$ cat config.mk
export PLATFORM = sky130hd
export DESIGN_NAME = rwag_front
export DESIGN_NICKNAME = d
export VERILOG_FILES = /design/src/design/rwag_pkg.sv /design/src/design/rwag_front.sv
export SDC_FILE = /design/constraint.sdc
export NUM_CORES = 1
export LEC_CHECK = 0
export BUFFER_PORTS_ARGS = -buffer_cell sky130_fd_sc_hd__buf_2
export CAP_MARGIN = 15
export CORE_UTILIZATION = 50
export DETAILED_ROUTE_END_ITERATION = 6
export PLACE_DENSITY = 0.76
export SYNTH_ARGS = -nofsm -noshare
export SYNTH_HDL_FRONTEND = slang
export SYNTH_SLANG_ARGS = --single-unit
$ cat constraint.sdc
create_clock -name clk_i -period 7.4 [get_ports clk_i]
set_input_delay 0.37 -clock clk_i [delete_from_list [all_inputs] [get_ports clk_i]]
set_output_delay 0.37 -clock clk_i [all_outputs]
set_load 0.02 [all_outputs]
$ cat src/design/rwag_pkg.sv
`timescale 1ns / 1ps
// ----------------------------------------------------------------------------
// rwag_pkg
// Shared types and constants of the ripple warp address generator.
// ----------------------------------------------------------------------------
package rwag_pkg;

  localparam int CW     = 12;          // coordinate width
  localparam int SQ_W   = 2 * CW + 1;  // squared distance
  localparam int ROOT_W = CW + 1;      // radius
  localparam int A_W    = ROOT_W + 1;  // radius plus phase
  localparam int WL_W   = 9;
  localparam int AMP_W  = 6;
  localparam int PH_W   = 8;
  localparam int RL_W   = 13;
  localparam int IDX_W  = 8;
  localparam int VAL_W  = 16;

  localparam logic REQ_LOAD = 1'b1;

  typedef enum logic [2:0] {
    CFG_POOL_POS  = 3'd0,
    CFG_POOL_SIZE = 3'd1,
    CFG_ORIGIN    = 3'd2,
    CFG_WAVE_LEN  = 3'd3,
    CFG_AMPLITUDE = 3'd4,
    CFG_PHASE     = 3'd5,
    CFG_RADIUS    = 3'd6
  } cfg_idx_e;

  typedef struct packed {
    logic             is_load;
    logic [CW-1:0]    row;
    logic [CW-1:0]    col;
    logic [IDX_W-1:0] idx;
    logic [VAL_W-1:0] val;
    logic             in_pool;
    logic             ripple;
  } item_t;

  typedef struct packed {
    logic [CW-1:0]    px;
    logic [CW-1:0]    py;
    logic [CW-1:0]    pw;
    logic [CW-1:0]    ph;
    logic [CW-1:0]    ox;
    logic [CW-1:0]    oy;
    logic [WL_W-1:0]  wl;     // already clamped
    logic [AMP_W-1:0] amp;
    logic [PH_W-1:0]  phase;
    logic [RL_W-1:0]  rlim;
  } cfg_t;

endpackage

$ cat src/design/rwag_front.sv
`timescale 1ns / 1ps
// ----------------------------------------------------------------------------
// rwag_front
// Pool test, distance to origin, squares and squared-distance sum.
// ----------------------------------------------------------------------------
module rwag_front (
  input  logic                      clk_i,
  input  logic                      rst_ni,
  input  logic                      adv_i,
  input  logic                      valid_i,
  input  rwag_pkg::item_t           item_i,
  input  rwag_pkg::cfg_t            cfg_i,
  output logic                      valid_o,
  output rwag_pkg::item_t           item_o,
  output logic [rwag_pkg::SQ_W-1:0] sq_o
);
  localparam int CW = rwag_pkg::CW;

  logic                   in_pool;
  logic signed [CW:0]     dy_d, dx_d;
  rwag_pkg::item_t        it_d;

  logic                   va_q, vb_q, vc_q;
  rwag_pkg::item_t        ita_q, itb_q, itc_q;
  logic signed [CW:0]     dy_q, dx_q;
  logic signed [2*CW+1:0] sqy_full, sqx_full;
  logic [2*CW-1:0]        sqy_q, sqx_q;
  logic [rwag_pkg::SQ_W-1:0] sum_q;

  assign in_pool = ({1'b0, item_i.row} >= {1'b0, cfg_i.py}) &&
                   ({1'b0, item_i.row} <  ({1'b0, cfg_i.py} + {1'b0, cfg_i.ph})) &&
                   ({1'b0, item_i.col} >= {1'b0, cfg_i.px}) &&
                   ({1'b0, item_i.col} <  ({1'b0, cfg_i.px} + {1'b0, cfg_i.pw}));
  assign dy_d = $signed({1'b0, item_i.row}) - $signed({1'b0, cfg_i.oy});
  assign dx_d = $signed({1'b0, item_i.col}) - $signed({1'b0, cfg_i.ox});

  always_comb begin
    it_d         = item_i;
    it_d.in_pool = in_pool;
    it_d.ripple  = 1'b0;
  end

  assign sqy_full = dy_q * dy_q;
  assign sqx_full = dx_q * dx_q;

  always_ff @(posedge clk_i or negedge rst_ni) begin
    if (!rst_ni) begin
      va_q <= 1'b0;
      vb_q <= 1'b0;
      vc_q <= 1'b0;
    end else if (adv_i) begin
      va_q <= valid_i;
      vb_q <= va_q;
      vc_q <= vb_q;
    end
  end

  always_ff @(posedge clk_i) begin
    if (adv_i) begin
      ita_q <= it_d;
      dy_q  <= dy_d;
      dx_q  <= dx_d;
      itb_q <= ita_q;
      sqy_q <= sqy_full[2*CW-1:0];
      sqx_q <= sqx_full[2*CW-1:0];
      itc_q <= itb_q;
      sum_q <= {1'b0, sqy_q} + {1'b0, sqx_q};
    end
  end

  assign valid_o = vc_q;
  assign item_o  = itc_q;
  assign sq_o    = sum_q;

endmodule

==> results.toml <==
[outcome]
status = "complete, no violations"

[timing]
setup_viol = 0
whs_ns = 0.0340
fmaxAchievable_mhz = 159
tightest_slew_ns = 1.01
drv_slew = 0
setup_slack_ns = 1.10
worst_clock_skew_ns = 0.0171
slew_headroom = 0.327
hold_viol = 0
setup_tns_ns = 0
period_share = 0.851
min_period_ns = 6.30
rsz0062_at_grt = "false"

[global_route]
grt_use_met1 = 0.238
top_usage_layer = "met2"
grt_max_degree = 134
grt_use_total = 0.198
use_met2 = 0.364
grt_util_met3 = 0.0329
grt_pass1_wl_um = 71100
grt_overflow = 0
antenna_found_initial = 0
grt_pass1_vias = 15500

[clocking]
htreeDepth = 1
cts_resized = 0
cts_tree = "built"
cts_max_path_buffers = 3
cts-buffers-inserted = 29
cts_root_buf = "clkbuf_16"
cts_sinks = 250
cts.clk_slew.worst_paths_ns = 0.06
insertion_delay_ns = 0.58

[worst_hold_path]
hold_path_class = "input pin to flip-flop"
holdPathStages = 1

[route]
viasPerCell = 5.12
detail_route.wl_per_cell_um = 15.1
vias = 14000
wl_um = 41400
ant_nets = 0
dr.pass1.iters = 5
drt_iter0_markers = 603
drc = 0

[logic_synthesis]
yosys_warnings = 0
syn_area_um2 = 22000
yosysTopAreaCellShare = 0.337
syn_inst = 1907
ys_seq_area_frac = 0.341
synth_fp_nets = 2591
synth_edf_count = 247
syn_avg_cell_area_um2 = 11.5
ys_types = 65
synth-seq-cells = 250
async_reset_ff_frac = 0.0120
synth.area.top_cells = "edfxtp_1 34%, fa_1 24%, ha_1 14%"
yosys.area.top_type = "edfxtp_1"
dominantRegCellSynth = "edfxtp_1"

[floorplan]
initial_core_util = 0.509
die_y_um = 212
core_area_um2 = 43200
die_x_um = 212
io_pins = 240
std_cell_rows = 76
dieArea_um2 = 44800

[layout]
layout_commonest_cell = "inv_1"
layout_common_cells = "387 x inv_1, 267 x fa_1, 254 x ha_1, 247 x edfxtp_1, 199 x buf_2"
drive_gt1_frac = 0.125
multi_input_area_um2 = 12900
num-nets-final = 2820
fillers = 3595
antennaDiodeCount = 0
area.growth.synth_to_final_pct = 13.2
final-seq-area_um2 = 7490

[place]
io_buffer_count = 200
dp_hpwl_um = 32400
gp_congestion = 0.884
pre_cts_slack_ns = 1.11

[critical_path]
worstSetupEndpointType = "flip-flop"
crit_arrival_ns = 6.61
startpoint_type = "flip-flop"
r2r_cells = 17
cp.required_ns = 7.71
critPathKind = "flip-flop to flip-flop"
crit_path_max_fanout = 23

[run]
max_cap_viol_count = 0
per-stage QoR:
stage                     area [um2]  instances   util
after floorplan                22000       1907      -
after global placement         23600       2662  0.547
after detailed placement       23600       2662  0.547
after CTS                      24900       2742  0.576
after global routing           24900       2742  0.576
final                          24900       2742  0.576
final cells by class:
| class | count | share of cell area |
|---|---|---|
| multi-input combinational | 1238 | 0.519 |
| tap | 585 | 0.0294 |
| timing repair buffer | 230 | 0.0525 |
| clock buffer | 34 | 0.0307 |
| clock inverter | 18 | 0.00890 |
| sequential | 250 | 0.301 |
| inverter | 387 | 0.0584 |
path summary, 6_finish.rpt:
path / from / to / slack, ns
setup / recovery: dx_q[12] / sqx_q[23] / 1.10
min in group asynchronous: rst_ni / va_q / 0.12
max in group asynchronous: rst_ni / valid_o / 7.17
hold / removal: item_i[31] / ita_q[31] / 0.03
setup reg to reg: dx_q[12] / sqx_q[23] / 1.10
hold reg to reg: ita_q[36] / itb_q[36] / 0.41
metal layers:
layer,routed length (um),share of wire,vias up
met5,0,0,-
met4,930,0.022,0
met3,2010,0.048,72
met2,21600,0.52,265
met1,16900,0.41,6980
li1,-,-,6721
flip-flops by register name, summed over array words and instances, names as in the netlist:
| name | cells |
|---|---|
| dx_q | 13 |
| dy_q | 13 |
| ita_q | 50 |
| itb_q | 50 |
| item_o | 50 |
| sq_o | 25 |
| sqx_q | 23 |
| sqy_q | 23 |
| va_q | 1 |
| valid_o | 1 |
| vb_q | 1 |
kinds of logic after synthesis:
group | synth area share
compound gates | 0.0680
other cells | 0.000171
simple gates | 0.0808
buf+inv | 0.0717
xor+xnor | 0.0477
flops | 0.341
fa+ha+maj | 0.388
mux | 0.00296
worst max-delay path, stage by stage, from the launching register on:
cell	delay [ns]
edfxtp_1	0.89
nand2_1	0.24
fa_1	0.57
fa_1	0.78
inv_1	0.20
fa_1	0.51
inv_1	0.06
fa_1	0.50
fa_1	0.49
inv_1	0.04
ha_1	0.18
xor2_1	0.17
xnor2_1	0.19
xnor2_1	0.14
xnor3_1	0.47
or4_1	0.41
o311ai_0	0.10
a211oi_1	0.09
Yosys cell counts (all sizes together) (4+ instances only):
master and n:
nor2b 33, clkbuf 31, a31oi 8, edfxtp 247, a21boi 6, a211oi 10, xor2 38, nor2 75
a31o 5, and2 59, a21oi 57, o41ai 6, nand2b 14, a21o 36, o21a 12, xnor2 79
fa 267, nand2 129, mux2 4, and3 6, or2 4, nand4 5, nor3 18, nand3 12
o21ai 41, ha 254, o21bai 8, a2111oi 4, or3 6, inv 387
what timing repair did:
action | CTS | global route
hold endpoints to repair | 30 | 0
hold buffers | 28 | 0
setup buffers | 0 | 0
Power is not shown: default switching activity piles up to over one toggle a cycle in this logic, so the estimate is an artifact.
