[src/design/rwag_pkg.sv]
`timescale 1ns / 1ps
// ----------------------------------------------------------------------------
// rwag_pkg
// Shared types and constants of the ripple warp address generator.
// ----------------------------------------------------------------------------
package rwag_pkg;

  localparam int CW     = 12;          // coordinate width
  localparam int SQ_W   = 2 * CW + 1;  // squared distance
  localparam int ROOT_W = CW + 1;      // radius
  localparam int A_W    = ROOT_W + 1;  // radius plus phase
  localparam int WL_W   = 9;
  localparam int AMP_W  = 6;
  localparam int PH_W   = 8;
  localparam int RL_W   = 13;
  localparam int IDX_W  = 8;
  localparam int VAL_W  = 16;

  localparam logic REQ_LOAD = 1'b1;

  typedef enum logic [2:0] {
    CFG_POOL_POS  = 3'd0,
    CFG_POOL_SIZE = 3'd1,
    CFG_ORIGIN    = 3'd2,
    CFG_WAVE_LEN  = 3'd3,
    CFG_AMPLITUDE = 3'd4,
    CFG_PHASE     = 3'd5,
    CFG_RADIUS    = 3'd6
  } cfg_idx_e;

  typedef struct packed {
    logic             is_load;
    logic [CW-1:0]    row;
    logic [CW-1:0]    col;
    logic [IDX_W-1:0] idx;
    logic [VAL_W-1:0] val;
    logic             in_pool;
    logic             ripple;
  } item_t;

  typedef struct packed {
    logic [CW-1:0]    px;
    logic [CW-1:0]    py;
    logic [CW-1:0]    pw;
    logic [CW-1:0]    ph;
    logic [CW-1:0]    ox;
    logic [CW-1:0]    oy;
    logic [WL_W-1:0]  wl;     // already clamped
    logic [AMP_W-1:0] amp;
    logic [PH_W-1:0]  phase;
    logic [RL_W-1:0]  rlim;
  } cfg_t;

endpackage

[src/design/rwag_isqrt.sv]
`timescale 1ns / 1ps
// ----------------------------------------------------------------------------
// rwag_isqrt
// Pipelined floor square root, two radicand bits per step, four steps a stage.
// ----------------------------------------------------------------------------
module rwag_isqrt (
  input  logic                        clk_i,
  input  logic                        rst_ni,
  input  logic                        adv_i,
  input  logic                        valid_i,
  input  rwag_pkg::item_t             item_i,
  input  logic [rwag_pkg::SQ_W-1:0]   sq_i,
  output logic                        valid_o,
  output rwag_pkg::item_t             item_o,
  output logic [rwag_pkg::ROOT_W-1:0] root_o
);
  localparam int SPS   = 4;
  localparam int NST   = (rwag_pkg::ROOT_W + SPS - 1) / SPS;
  localparam int RT_W  = NST * SPS;
  localparam int PAD_W = 2 * RT_W;
  localparam int REM_W = RT_W + 3;

  logic                 v_q    [NST];
  rwag_pkg::item_t      it_q   [NST];
  logic [REM_W-1:0]     rem_q  [NST];
  logic [RT_W-1:0]      root_q [NST];
  logic [PAD_W-1:0]     rad_q  [NST];

  logic                 v_in    [NST];
  rwag_pkg::item_t      it_in   [NST];
  logic [REM_W-1:0]     rem_in  [NST];
  logic [RT_W-1:0]      root_in [NST];
  logic [PAD_W-1:0]     rad_in  [NST];
  logic [REM_W-1:0]     rem_d   [NST];
  logic [RT_W-1:0]      root_d  [NST];
  logic [PAD_W-1:0]     rad_d   [NST];

  for (genvar s = 0; s < NST; s++) begin : g_st
    if (s == 0) begin : g_first
      assign v_in[s]    = valid_i;
      assign it_in[s]   = item_i;
      assign rem_in[s]  = '0;
      assign root_in[s] = '0;
      assign rad_in[s]  = {{(PAD_W - rwag_pkg::SQ_W){1'b0}}, sq_i};
    end else begin : g_next
      assign v_in[s]    = v_q[s-1];
      assign it_in[s]   = it_q[s-1];
      assign rem_in[s]  = rem_q[s-1];
      assign root_in[s] = root_q[s-1];
      assign rad_in[s]  = rad_q[s-1];
    end

    always_comb begin
      logic [REM_W-1:0] rem;
      logic [REM_W-1:0] trial;
      logic [RT_W-1:0]  root;
      logic [PAD_W-1:0] rad;
      rem  = rem_in[s];
      root = root_in[s];
      rad  = rad_in[s];
      for (int k = 0; k < SPS; k++) begin
        rem   = {rem[REM_W-3:0], rad[PAD_W-1 -: 2]};
        rad   = {rad[PAD_W-3:0], 2'b00};
        trial = {1'b0, root, 2'b01};
        if (rem >= trial) begin
          rem  = rem - trial;
          root = {root[RT_W-2:0], 1'b1};
        end else begin
          root = {root[RT_W-2:0], 1'b0};
        end
      end
      rem_d[s]  = rem;
      root_d[s] = root;
      rad_d[s]  = rad;
    end

    always_ff @(posedge clk_i or negedge rst_ni) begin
      if (!rst_ni) begin
        v_q[s] <= 1'b0;
      end else if (adv_i) begin
        v_q[s] <= v_in[s];
      end
    end

    always_ff @(posedge clk_i) begin
      if (adv_i) begin
        it_q[s]   <= it_in[s];
        rem_q[s]  <= rem_d[s];
        root_q[s] <= root_d[s];
        rad_q[s]  <= rad_d[s];
      end
    end
  end

  assign valid_o = v_q[NST-1];
  assign item_o  = it_q[NST-1];
  assign root_o  = root_q[NST-1][rwag_pkg::ROOT_W-1:0];

endmodule

[config.mk]
export PLATFORM = sky130hd
export DESIGN_NAME = rwag_isqrt
export DESIGN_NICKNAME = d
export VERILOG_FILES = /design/src/design/rwag_pkg.sv /design/src/design/rwag_isqrt.sv
export SDC_FILE = /design/constraint.sdc
export NUM_CORES = 1
export LEC_CHECK = 0
export BUFFER_PORTS_ARGS = -buffer_cell sky130_fd_sc_hd__buf_4
export CAP_MARGIN = 20
export CORE_MARGIN = 1.5
export CORE_UTILIZATION = 60
export DETAILED_ROUTE_END_ITERATION = 16
export PLACE_DENSITY = 0.8
export SLEW_MARGIN = 10
export SYNTH_ARGS = -nofsm -noshare
export SYNTH_HDL_FRONTEND = slang
export SYNTH_SLANG_ARGS = --single-unit
[constraint.sdc]
create_clock -name clk_i -period 11.3 [get_ports clk_i]
set_input_delay 2.26 -clock clk_i [delete_from_list [all_inputs] [get_ports clk_i]]
set_output_delay 2.26 -clock clk_i [all_outputs]
set_load 0.01 [all_outputs]
==> metrics.csv <==
metric,value,unit
clockBufferDepth,3,
synth_top_cell_by_area,edfxtp_1,
drv_slew,0,
final_cells,1996,
syn_to_final_growth,15.08,%
ys.flop_type,edfxtp_1,
fin_util,70.54,%
timing.slew.headroom,28.22,%
final_layout_size_suffix_gt1_share,16.01,%
ys_types,97,
synth_edf_count,315,
reg2reg_from,root_q[2][7],
cp_data_arrival_time,10.48,ns
vias_per_cell,6.018,
vias,12010,
finalHoldViolations,0,
dr.first_iter.drc_count,1109,
grt_usage,27.38,%
syn_nets,1615,
htree_num_levels,1,
grt_max_degree,90,
synthTopCellsByArea,"edfxtp_1 55%, ha_1 7.6%, xnor2_1 3.6%, a21oi_1 3.4%, nor2_1 2.2%",
timing.setup.tns,0,ns
clk_latency,0.58,ns
cp_slowest_cell,or2_2,
reg2regPathDepth,42,
period_share,90.06,%
place_congestion,0.9135,
grt_pass1_wl,62080,um
endpoint_kind,flip-flop,
multiInputGateArea,7169,sq um
finalInstanceArea,19700,sq um
worst_pin_slew,1.077,ns
yosysTopAreaCellShare,55.25,%
clk_pin_slew,0.08,ns
fin_crit,10.18,ns
crit_top_cell,o21ai_0,
postSynthAreaPerCell,11.96,sq um
dieArea,29560,sq um
antenna_found_initial,0,
seqCellArea,9559,sq um
num_rows,61,
ys_warn_count,0,
boundaryPins,145,
synthArstFlopShare,1.254,%
regToRegSetupSlack,1.12,ns
slowest_delay,0.46,ns
setup_viol,0,
clock_skew,0.01778,ns
dp_cells,1938,
drt-wirelength-per-cell,20.14,um
core,27930,sq um
hold_class,reg -> reg,
synth_area,17120,sq um
ant_nets,0,
clock_sinks,319,
r2r_end,root_q[3][0],
remaining_drc_errors,0,
numCtsBuffers,31,
outcome,"finished, final reports clean",
maxCapViolations,0,
yosysSeqAreaShare,55.83,%
dp_hpwl,29180,um
grt_overflow,0,
holdWs,0.4070,ns
final_nets,1777,
crit_end,root_q[3][0],
drt-pass1-iter-count,6,
start_util,61.29,%
diodes,0,
rsz0062_at_grt,no,
postCtsSetupBuffers,0,
die_w,171.9,um
required,11.61,ns
layout_commonest_cell,edfxtp_1,
power_density,204.0,nW/um^2
placed_area,18650,sq um
vdd_ir_drop_max,0.1963,mV
root_buffer,clkbuf_16,
grt_pass1_vias,11490,
die_h,171.9,um
final_cell_mix,"315 x edfxtp_1, 152 x buf_4, 115 x a21oi_1",
cts_tree,built,
finalWirelength,40210,um
crit_type,reg -> reg,
crit_fanout,19,
synth-seq-cells,319,
p_leak,7.763,nW
cp-startpoint,root_q[2][7],
synth_cells,1431,
fill_cells,1959,
port_buffers,144,
start_kind,flip-flop,
fmax,98.26,MHz
-- cell families after synthesis --
| group | Yosys count | share of synthesized area, % |
|---|---|---|
| other | 1 | 0.02190 |
| AO/OA/AOI/OAI | 346 | 13.36 |
| multiplexers | 30 | 2.061 |
| AND/OR/NAND/NOR | 416 | 13.01 |
| buffers and inverters | 103 | 2.382 |
| adder cells (fa/ha/maj) | 105 | 7.659 |
| XOR/XNOR | 111 | 5.678 |
| flip-flops | 319 | 55.83 |
-- Yosys cell counts (all sizes together) (7+ instances only) --
cell and n:
a211oi 10, xor2 40, nand2 99, o31ai 17
xnor2 71, o21ai 68, or4 8, and3 8
mux2i 12, edfxtp 315, nand4 25, nand2b 15
nor4 11, o21a 12, a21oi 115, nand3 30
nor2b 15, nor3 31, or2 9, buf 10
mux2 18, or3 16, and4 7, o211ai 13
clkbuf 14, nand3b 10, nor3b 9, inv 77
a21o 34, nor2 100, ha 104
-- registers in the layout, summed over array words and instances (netlist names) --
register and cells:
it_q 204, rem_q 35, root_q 28, valid_o 1, v_in 3, rad_q 48
-- power by group --
part	total [W]	internal, W	switching, W	leakage [nW]
Clock	0.00106	0.000600	0.000455	0.517
Sequential	0.00153	0.00146	0.0000745	3.10
Combinational	0.00143	0.000585	0.000849	4.15
Total	0.00402	0.00264	0.00138	7.76
-- stage by stage --
stage / total power (W) / setup slack [ns]
finish: 0.004019 / 1.123
global route: 0.004231 / 0.1172
CTS: 0.004013 / 0.7719
detailed placement: 0.002944 / 0.8109
global placement: 0.002928 / 0.7255
floorplan: 0.002575 / 2.475
-- critical path, delay by kind of cell (launching register included) --
kind | cells | cell delay (ns)
AOI/OAI and AO/OA | 12 | 2.36
muxes | 1 | 0.41
buffers and inverters | 3 | 0.92
xor gates and xnor gates | 1 | 0.32
DFF | 1 | 0.44
and+or+nand+nor | 21 | 3.99
adders and majority gates | 4 | 1.46
-- area by class of cell --
cell class | count | share of cell area (%)
repair buffers | 153 | 5.867
clock buffers | 32 | 3.956
multi-input cells | 1009 | 36.39
inverters | 79 | 1.511
well taps | 378 | 2.400
clock inverters | 26 | 1.365
flip-flops and latches | 319 | 48.51
-- timing repair --
action                     in CTS  in global routing
setup endpoints to repair       0                  1
gates resized for setup         0                  2
hold buffers                    0                  0
-- per-layer routing --
metal	GRT usage, %	part of all wire (%)	up-vias
li1	-	-	5771
met1	35.92	41	5709
met2	44.76	48	462
met3	6.477	7.9	70
met4	9.490	3.3	0
met5	0	0	-
-- how the worst min path moves through the flow --
stage	start	cells after the start	slack [ns]	end
2_1_floorplan	it_q[0][0]	0	0.40	it_q[1][0]
3_3_place_gp	it_q[1][13]	0	0.40	it_q[2][13]
3_5_place_dp	it_q[0][21]	0	0.40	it_q[1][21]
4_1_cts	it_q[0][24]	0	0.41	it_q[1][24]
5_1_grt	it_q[0][18]	0	0.42	it_q[1][18]
6_report	it_q[0][24]	0	0.41	it_q[1][24]
(Power assumes the default switching activity.)
