**src/design/rwag_pkg.sv**
```systemverilog
`timescale 1ns / 1ps
// ----------------------------------------------------------------------------
// rwag_pkg
// Shared types and constants of the ripple warp address generator.
// ----------------------------------------------------------------------------
package rwag_pkg;

  localparam int CW     = 12;          // coordinate width
  localparam int SQ_W   = 2 * CW + 1;  // squared distance
  localparam int ROOT_W = CW + 1;      // radius
  localparam int A_W    = ROOT_W + 1;  // radius plus phase
  localparam int WL_W   = 9;
  localparam int AMP_W  = 6;
  localparam int PH_W   = 8;
  localparam int RL_W   = 13;
  localparam int IDX_W  = 8;
  localparam int VAL_W  = 16;

  localparam logic REQ_LOAD = 1'b1;

  typedef enum logic [2:0] {
    CFG_POOL_POS  = 3'd0,
    CFG_POOL_SIZE = 3'd1,
    CFG_ORIGIN    = 3'd2,
    CFG_WAVE_LEN  = 3'd3,
    CFG_AMPLITUDE = 3'd4,
    CFG_PHASE     = 3'd5,
    CFG_RADIUS    = 3'd6
  } cfg_idx_e;

  typedef struct packed {
    logic             is_load;
    logic [CW-1:0]    row;
    logic [CW-1:0]    col;
    logic [IDX_W-1:0] idx;
    logic [VAL_W-1:0] val;
    logic             in_pool;
    logic             ripple;
  } item_t;

  typedef struct packed {
    logic [CW-1:0]    px;
    logic [CW-1:0]    py;
    logic [CW-1:0]    pw;
    logic [CW-1:0]    ph;
    logic [CW-1:0]    ox;
    logic [CW-1:0]    oy;
    logic [WL_W-1:0]  wl;     // already clamped
    logic [AMP_W-1:0] amp;
    logic [PH_W-1:0]  phase;
    logic [RL_W-1:0]  rlim;
  } cfg_t;

endpackage

```
**src/design/rwag_mod.sv**
```systemverilog
`timescale 1ns / 1ps
// ----------------------------------------------------------------------------
// rwag_mod
// Pipelined restoring remainder of (radius + phase) by the wave length.
// ----------------------------------------------------------------------------
module rwag_mod (
  input  logic                      clk_i,
  input  logic                      rst_ni,
  input  logic                      adv_i,
  input  logic                      valid_i,
  input  rwag_pkg::item_t           item_i,
  input  logic [rwag_pkg::A_W-1:0]  a_i,
  input  logic [rwag_pkg::WL_W-1:0] wl_i,
  output logic                      valid_o,
  output rwag_pkg::item_t           item_o,
  output logic [rwag_pkg::WL_W-1:0] m_o
);
  localparam int SPS   = 4;
  localparam int NST   = (rwag_pkg::A_W + SPS - 1) / SPS;
  localparam int PAD_W = NST * SPS;
  localparam int WL_W  = rwag_pkg::WL_W;

  logic              v_q   [NST];
  rwag_pkg::item_t   it_q  [NST];
  logic [WL_W-1:0]   rem_q [NST];
  logic [PAD_W-1:0]  num_q [NST];

  logic              v_in   [NST];
  rwag_pkg::item_t   it_in  [NST];
  logic [WL_W-1:0]   rem_in [NST];
  logic [PAD_W-1:0]  num_in [NST];
  logic [WL_W-1:0]   rem_d  [NST];
  logic [PAD_W-1:0]  num_d  [NST];

  for (genvar s = 0; s < NST; s++) begin : g_st
    if (s == 0) begin : g_first
      assign v_in[s]   = valid_i;
      assign it_in[s]  = item_i;
      assign rem_in[s] = '0;
      assign num_in[s] = {{(PAD_W - rwag_pkg::A_W){1'b0}}, a_i};
    end else begin : g_next
      assign v_in[s]   = v_q[s-1];
      assign it_in[s]  = it_q[s-1];
      assign rem_in[s] = rem_q[s-1];
      assign num_in[s] = num_q[s-1];
    end

    always_comb begin
      logic [WL_W:0]    t;
      logic [WL_W-1:0]  rem;
      logic [PAD_W-1:0] num;
      rem = rem_in[s];
      num = num_in[s];
      for (int k = 0; k < SPS; k++) begin
        t   = {rem, num[PAD_W-1]};
        num = {num[PAD_W-2:0], 1'b0};
        if (t >= {1'b0, wl_i}) begin
          t = t - {1'b0, wl_i};
        end
        rem = t[WL_W-1:0];
      end
      rem_d[s] = rem;
      num_d[s] = num;
    end

    always_ff @(posedge clk_i or negedge rst_ni) begin
      if (!rst_ni) begin
        v_q[s] <= 1'b0;
      end else if (adv_i) begin
        v_q[s] <= v_in[s];
      end
    end

    always_ff @(posedge clk_i) begin
      if (adv_i) begin
        it_q[s]  <= it_in[s];
        rem_q[s] <= rem_d[s];
        num_q[s] <= num_d[s];
      end
    end
  end

  assign valid_o = v_q[NST-1];
  assign item_o  = it_q[NST-1];
  assign m_o     = rem_q[NST-1];

endmodule

```
**config.mk**
```make
export PLATFORM = sky130hd
export DESIGN_NAME = rwag_mod
export DESIGN_NICKNAME = d
export VERILOG_FILES = /design/src/design/rwag_pkg.sv /design/src/design/rwag_mod.sv
export SDC_FILE = /design/constraint.sdc
export NUM_CORES = 1
export LEC_CHECK = 0
export BUFFER_PORTS_ARGS = -buffer_cell sky130_fd_sc_hd__buf_2
export CAP_MARGIN = 15
export CORE_UTILIZATION = 45
export CTS_BUF_LIST = sky130_fd_sc_hd__clkbuf_16
export CTS_CLUSTER_SIZE = 20
export DETAILED_ROUTE_END_ITERATION = 7
export RECOVER_POWER = 25
export SYNTH_ARGS = -nofsm -noshare
export SYNTH_HDL_FRONTEND = slang
export SYNTH_SLANG_ARGS = --single-unit
```
**constraint.sdc**
```tcl
create_clock -name clk_i -period 9.1 [get_ports clk_i]
set_input_delay 0.455 -clock clk_i [delete_from_list [all_inputs] [get_ports clk_i]]
set_output_delay 0.455 -clock clk_i [all_outputs]
set_load 0.01 [all_outputs]
```
==> results of run 1 <==
cell families after synthesis:
| group | share of synthesized area, % |
|---|---|
| XOR/XNOR | 5.31 |
| buffers and inverters | 1.73 |
| AND/OR/NAND/NOR | 7.81 |
| multiplexers | 7.17 |
| flip-flops | 52.9 |
| AO/OA/AOI/OAI | 12.0 |
| adder cells (fa/ha/maj) | 13.1 |
flip-flops by register name (all words and copies together) (netlist names):
name     count
valid_o      1
num_q       24
rem_q       36
it_q       204
v_in         3
stage by stage:
stage                     cell area, µm²  utilization, %  setup slack, ns  instances  hold WS (ns)
after floorplan                    15200               -            0.653       1191         0.159
after global placement             16600            50.6            0.247       1793         0.263
after detailed placement           16600            50.6            0.115       1793         0.265
after CTS                          17600            53.4            0.418       1846        0.0264
after global routing               17600            53.6           0.0236       1848        0.0232
final                              17600            53.6            0.723       1849        0.0602
layout make-up:
type / count / area [µm²] / share of cell area, %
Antenna cell: 1 / 2.50 / 0.0142
Clock buffer: 28 / 701 / 3.98
Clock inverter: 24 / 215 / 1.22
Inverter: 60 / 225 / 1.28
Multi-Input combinational cell: 854 / 6920 / 39.3
Sequential cell: 268 / 8030 / 45.6
Tap cell: 442 / 553 / 3.14
Timing Repair Buffer: 172 / 981 / 5.57
path summary, 6_finish.rpt:
path,slack (ns),end,cells past startpoint
worst min register to register,0.41,it_q[3][49]$_DFFE_PP_,0
worst max-delay path,0.72,rem_q[2][6]$_DFFE_PP_,32
min in group asynchronous,0.25,v_in[1]$_DFFE_PN0P_,2
worst min-delay path,0.06,it_q[0][11]$_DFFE_PP_,1
max in group asynchronous,8.66,valid_o$_DFFE_PN0P_,2
worst max register to register,0.72,rem_q[2][6]$_DFFE_PP_,32
synth_stat cells, types with 19 or more instances:
master / n
nor2_1: 82
nor2b_1: 19
nand4_1: 21
mux2_2: 86
nor3_1: 19
inv_1: 60
o21ai_0: 46
xnor2_1: 50
a21o_1: 41
xor2_1: 42
a21oi_1: 82
ha_1: 136
nand2_1: 41
edfxtp_1: 264
per-layer routing:
metal	track usage (%)	routed length (µm)	up-vias
met1	24.0	14100	4676
met2	30.1	14500	204
li1	-	-	4941
met3	4.52	1810	44
met5	0	0	-
met4	4.79	721	0
worst max-delay path, delay by kind of cell, from the launching register on:
kind                       cells  cell delay (ns)
adders and majority gates      5             1.66
buffers and inverters          4             0.37
DFF                            1             0.38
AOI/OAI and AO/OA             18             4.51
muxes                          2             0.69
and+or+nand+nor                3             0.49
repair_timing:
action                     4_1_cts  5_1_grt
gates resized for setup          0        6
setup endpoints to repair        0       17
hold buffers                     1        0
hold endpoints to repair         4        0
setup buffers                    0        2
==> out/results.txt, run 1 <==
Maximum Capacitance Violations = 0
Slew Limit Fails = 0
nets@finish = 1,612
drt total wl = 31,100 µm
layout cells sized above 1 = 22.5%
Critical Path End Type = register
Sink Count = 268
setup TNS = 0 ns
# fillers = 2,936
total number of vias = 9,865
fraction of registers with async set or reset after synthesis = 1.49%
Most common cell on crit path = a21oi_1
ys flop type = edfxtp_1
Slew @ Worst Pin = 0.956 ns
Worst EP arrival = 8.67 ns
Seq/Total Area, Yosys = 52.9%
Synth cell types = 60
startpoint types = register
FP Rows = 66
Critical Path Start = num_q[1][11]$_DFFE_PP_
initial antenna violation count = 1
Initial Util = 46.2%
post-synth top area share = 52.2%
Tcrit/Tclk final = 92.1%
Largest stage delay, worst path = 0.47 ns
H-tree levels = 1
first-pass GRT wire length = 49,000 µm
Max clock buf depth = 3
hold crit path type = input pin to register
Die ar. = 34,500 µm²
total track usage = 18.3%
commonest cells after routing, fill and taps aside = 264 x edfxtp_1, 136 x ha_1, 135 x buf_2
global placement routability congestion = 0.877
CTS root buf = clkbuf_16
Worst Hold Launch = item_i[11]
clk_skew = 0.0297 ns
mean post-synth cell area = 12.7 µm²
launch point of the worst reg-to-reg path = num_q[1][11]$_DFFE_PP_
ranking of synthesized cells by area = edfxtp_1 52%, ha_1 11%, mux2_2 6.4%
die height = 186 µm
synthesized net count = 1,419
Routed Antenna Nets = 0
DR pass1 iterations = 6
worst-path fanout max = 14
core area = 32,900 µm²
Crit-path slowest cell = fa_1
Yosys top cell by area = edfxtp_1
FMAX = 119 MHz
minimum clock period = 8.38 ns
flops & latches, synth = 268
endpoints failing hold = 0
TritonCTS buffer count = 28
# IOs = 139
RSZ-0062 raised after global routing = no
gr ovfl total = 0
Warnings, synthesis = 0
post-DR vias/cell = 5.34
Syn Inst Count = 1,191
final setup violation count = 0
Area growth syn-to-layout = 16.1%
status = finished, final reports clean
die width = 186 µm
post-synthesis instance area = 15,200 µm²
commonest non-fill, non-tap cell in the layout = edfxtp_1
clock latency on the worst-skew pair = 0.57 ns
CTS clk-pin slew, worst paths = 0.06 ns
CTS tree = built
Setup CP Type = register to register
Crit path required time = 9.39 ns
pin count of the biggest net entering global routing = 123
# port buffers = 138
# DRC = 0
slew margin rel. = 36.2%
DRT iter0 DRCs = 426
dpl hpwl = 22,900 µm
Post-synth EDFFs = 264
vias in the first global route = 9,413
Wirelength per Cell = 16.8 µm
Power of run 1 is left out: the tool's default activity adds up to more than one toggle a clock period on the data nets, which glitch-free logic cannot reach.
==> run 2: changes to the inputs <==
Settings changed: CELL_PAD_IN_SITES_DETAIL_PLACEMENT set to 1, CELL_PAD_IN_SITES_GLOBAL_PLACEMENT set to 1, PLACE_DENSITY_LB_ADDON set to 0.1.
==> run 2 against run 1 <==
Against the previous run: clock-buffer cell count decreased by 1; utilization is 0.22 points higher; design area rose by 0.40%; setup slack worse by 0.28 ns; hold slack worse by 0.0020 ns; sequential cell count did not move; register-to-register slack worse by 0.28 ns; fmax down 3.2%; first-iteration DRC count fell by 2.8%; highest routed layer is now met5.
==> out/results.txt, run 2 (synthesized netlist as in run 1, its figures left out) <==
worst-path fanout max = 15 (was 14)
startpoint types = register (unchanged)
biggest regs = it_q: 204 flops, rem_q: 36 flops, num_q: 24 flops (unchanged)
commonest cells after routing, fill and taps aside = 264 x edfxtp_1, 136 x ha_1, 132 x buf_2 (was 264 x edfxtp_1, 136 x ha_1, 135 x buf_2)
total track usage = 21.7% (was 18.3%)
DRT iter0 DRCs = 414 (was 426)
Sink Count = 268 (unchanged)
Area growth syn-to-layout = 16.6% (was 16.1%)
Slew Limit Fails = 0 (unchanged)
global placement routability congestion = 0.861 (was 0.877)
die width = 186 µm (unchanged)
CTS tree = built (unchanged)
vias in the first global route = 10,700 (was 9,413)
minimum clock period = 8.65 ns (was 8.38 ns)
endpoints failing hold = 0 (unchanged)
layout cells sized above 1 = 22.9% (was 22.5%)
largest register by flop count = it_q (unchanged)
Crit-path slowest cell = a221o_2 (was fa_1)
core area = 32,900 µm² (unchanged)
Post-DP Area = 16,700 µm² (was 16,600 µm²)
die height = 186 µm (unchanged)
Setup CP Type = register to register (unchanged)
clk_skew = 0.0205 ns (was 0.0297 ns)
Maximum Capacitance Violations = 0 (unchanged)
nets@finish = 1,615 (was 1,612)
# port buffers = 138 (unchanged)
initial antenna violation count = 7 (was 1)
Die ar. = 34,500 µm² (unchanged)
Tcrit/Tclk final = 95.1% (was 92.1%)
pin count of the biggest net entering global routing = 125 (was 123)
commonest non-fill, non-tap cell in the layout = edfxtp_1 (unchanged)
hold_ws = 0.0582 ns (was 0.0602 ns)
Critical Path End Type = register (unchanged)
Wirelength per Cell = 19.8 µm (was 16.8 µm)
# DRC = 0 (unchanged)
# IOs = 139 (unchanged)
Slew @ Worst Pin = 0.990 ns (was 0.956 ns)
final instance area = 17,700 µm² (was 17,600 µm²)
Max clock buf depth = 3 (unchanged)
hold crit path type = input pin to register (unchanged)
CTS clk-pin slew, worst paths = 0.06 ns (about the same)
Largest stage delay, worst path = 0.51 ns (was 0.47 ns)
CTS root buf = clkbuf_16 (unchanged)
status = finished, final reports clean (unchanged)
dpl hpwl = 27,800 µm (was 22,900 µm)
Crit path required time = 9.42 ns (was 9.39 ns)
first-pass GRT wire length = 57,400 µm (was 49,000 µm)
post-DR vias/cell = 5.44 (was 5.34)
total number of vias = 10,100 (was 9,865)
TritonCTS buffer count = 27 (was 28)
Routed Antenna Nets = 0 (unchanged)
Worst EP arrival = 8.97 ns (was 8.67 ns)
FP Rows = 66 (unchanged)
drt total wl = 36,600 µm (was 31,100 µm)
final setup violation count = 0 (unchanged)
gr ovfl total = 0 (unchanged)
FMAX = 116 MHz (was 119 MHz)
clock latency on the worst-skew pair = 0.57 ns (about the same)
H-tree levels = 1 (unchanged)
slew margin rel. = 33.9% (was 36.2%)
DR pass1 iterations = 4 (was 6)
Initial Util = 46.2% (unchanged)
max reg flops = 204 (unchanged)
run 2: cell count changes in the layout (fill, tap and decap cells not counted), moves of 3 or more:
cell | before | now
buf_4 | 31 | 36
buf_2 | 135 | 132
bufinv_16 | 3 | 6
clkbuf_1 | 2 | 5
clkinv_1 | 9 | 6
run 2: worst paths after layout:
check	startpoint	end	slack, ns	cells after the start
max	num_q[0][11]$_DFFE_PP_	rem_q[1][7]$_DFFE_PP_	0.45	32
max in group asynchronous	rst_ni	v_in[1]$_DFFE_PN0P_	8.65	2
min reg2reg	it_q[2][28]$_DFFE_PP_	it_q[3][28]$_DFFE_PP_	0.40	0
max reg2reg	num_q[0][11]$_DFFE_PP_	rem_q[1][7]$_DFFE_PP_	0.45	32
min	a_i[7]	num_q[0][7]$_DFFE_PP_	0.06	1
min in group asynchronous	rst_ni	valid_o$_DFFE_PN0P_	0.26	2
run 2: layout make-up:
class | instances | area, µm²
antenna | 2 | 5.00
clock buffer | 27 | 676
tap | 442 | 553
timing repair buffer | 176 | 995
fill | 3427 | 15200
multi-input combinational | 854 | 6930
inverter | 60 | 225
clock inverter | 23 | 283
sequential | 268 | 8030
run 2: stage by stage:
step	std cells	worst slack [ns]	util, %	setup TNS, ns
floorplan	1191	0.653	-	0
global placement	1798	-0.00708	50.7	-0.0462
detailed placement	1798	-0.144	50.7	-1.84
CTS	1849	0.0975	53.7	0
global route	1852	-0.0409	53.8	-0.194
finish	1852	0.445	53.8	0
run 2: repair_timing:
item / 4_1_cts / 5_1_grt
setup buffers: 0 / 1
endpoints found under the setup margin: 0 / 18
gates resized for setup: 0 / 10
hold endpoints to repair: 4 / 0
hold buffers: 1 / 0
run 2: critical path, delay by kind of cell (launching register included):
| kind | cells | cell delay, ns |
|---|---|---|
| AO/OA/AOI/OAI | 15 | 3.88 |
| adder cells (fa/ha/maj) | 5 | 1.75 |
| multiplexers | 3 | 1.12 |
| AND/OR/NAND/NOR | 7 | 1.09 |
| flip-flops | 1 | 0.41 |
| buffers and inverters | 2 | 0.15 |
run 2: layer usage:
layer / track usage, % / vias to the layer above / share of wire, %
met5: 0 / - / 0.17
met4: 5.67 / 10 / 2.3
met3: 5.44 / 59 / 5.3
met2: 36.8 / 163 / 48
met1: 27.4 / 4903 / 44
li1: - / 4933 / -
Power of run 2 is left out for the same reason.
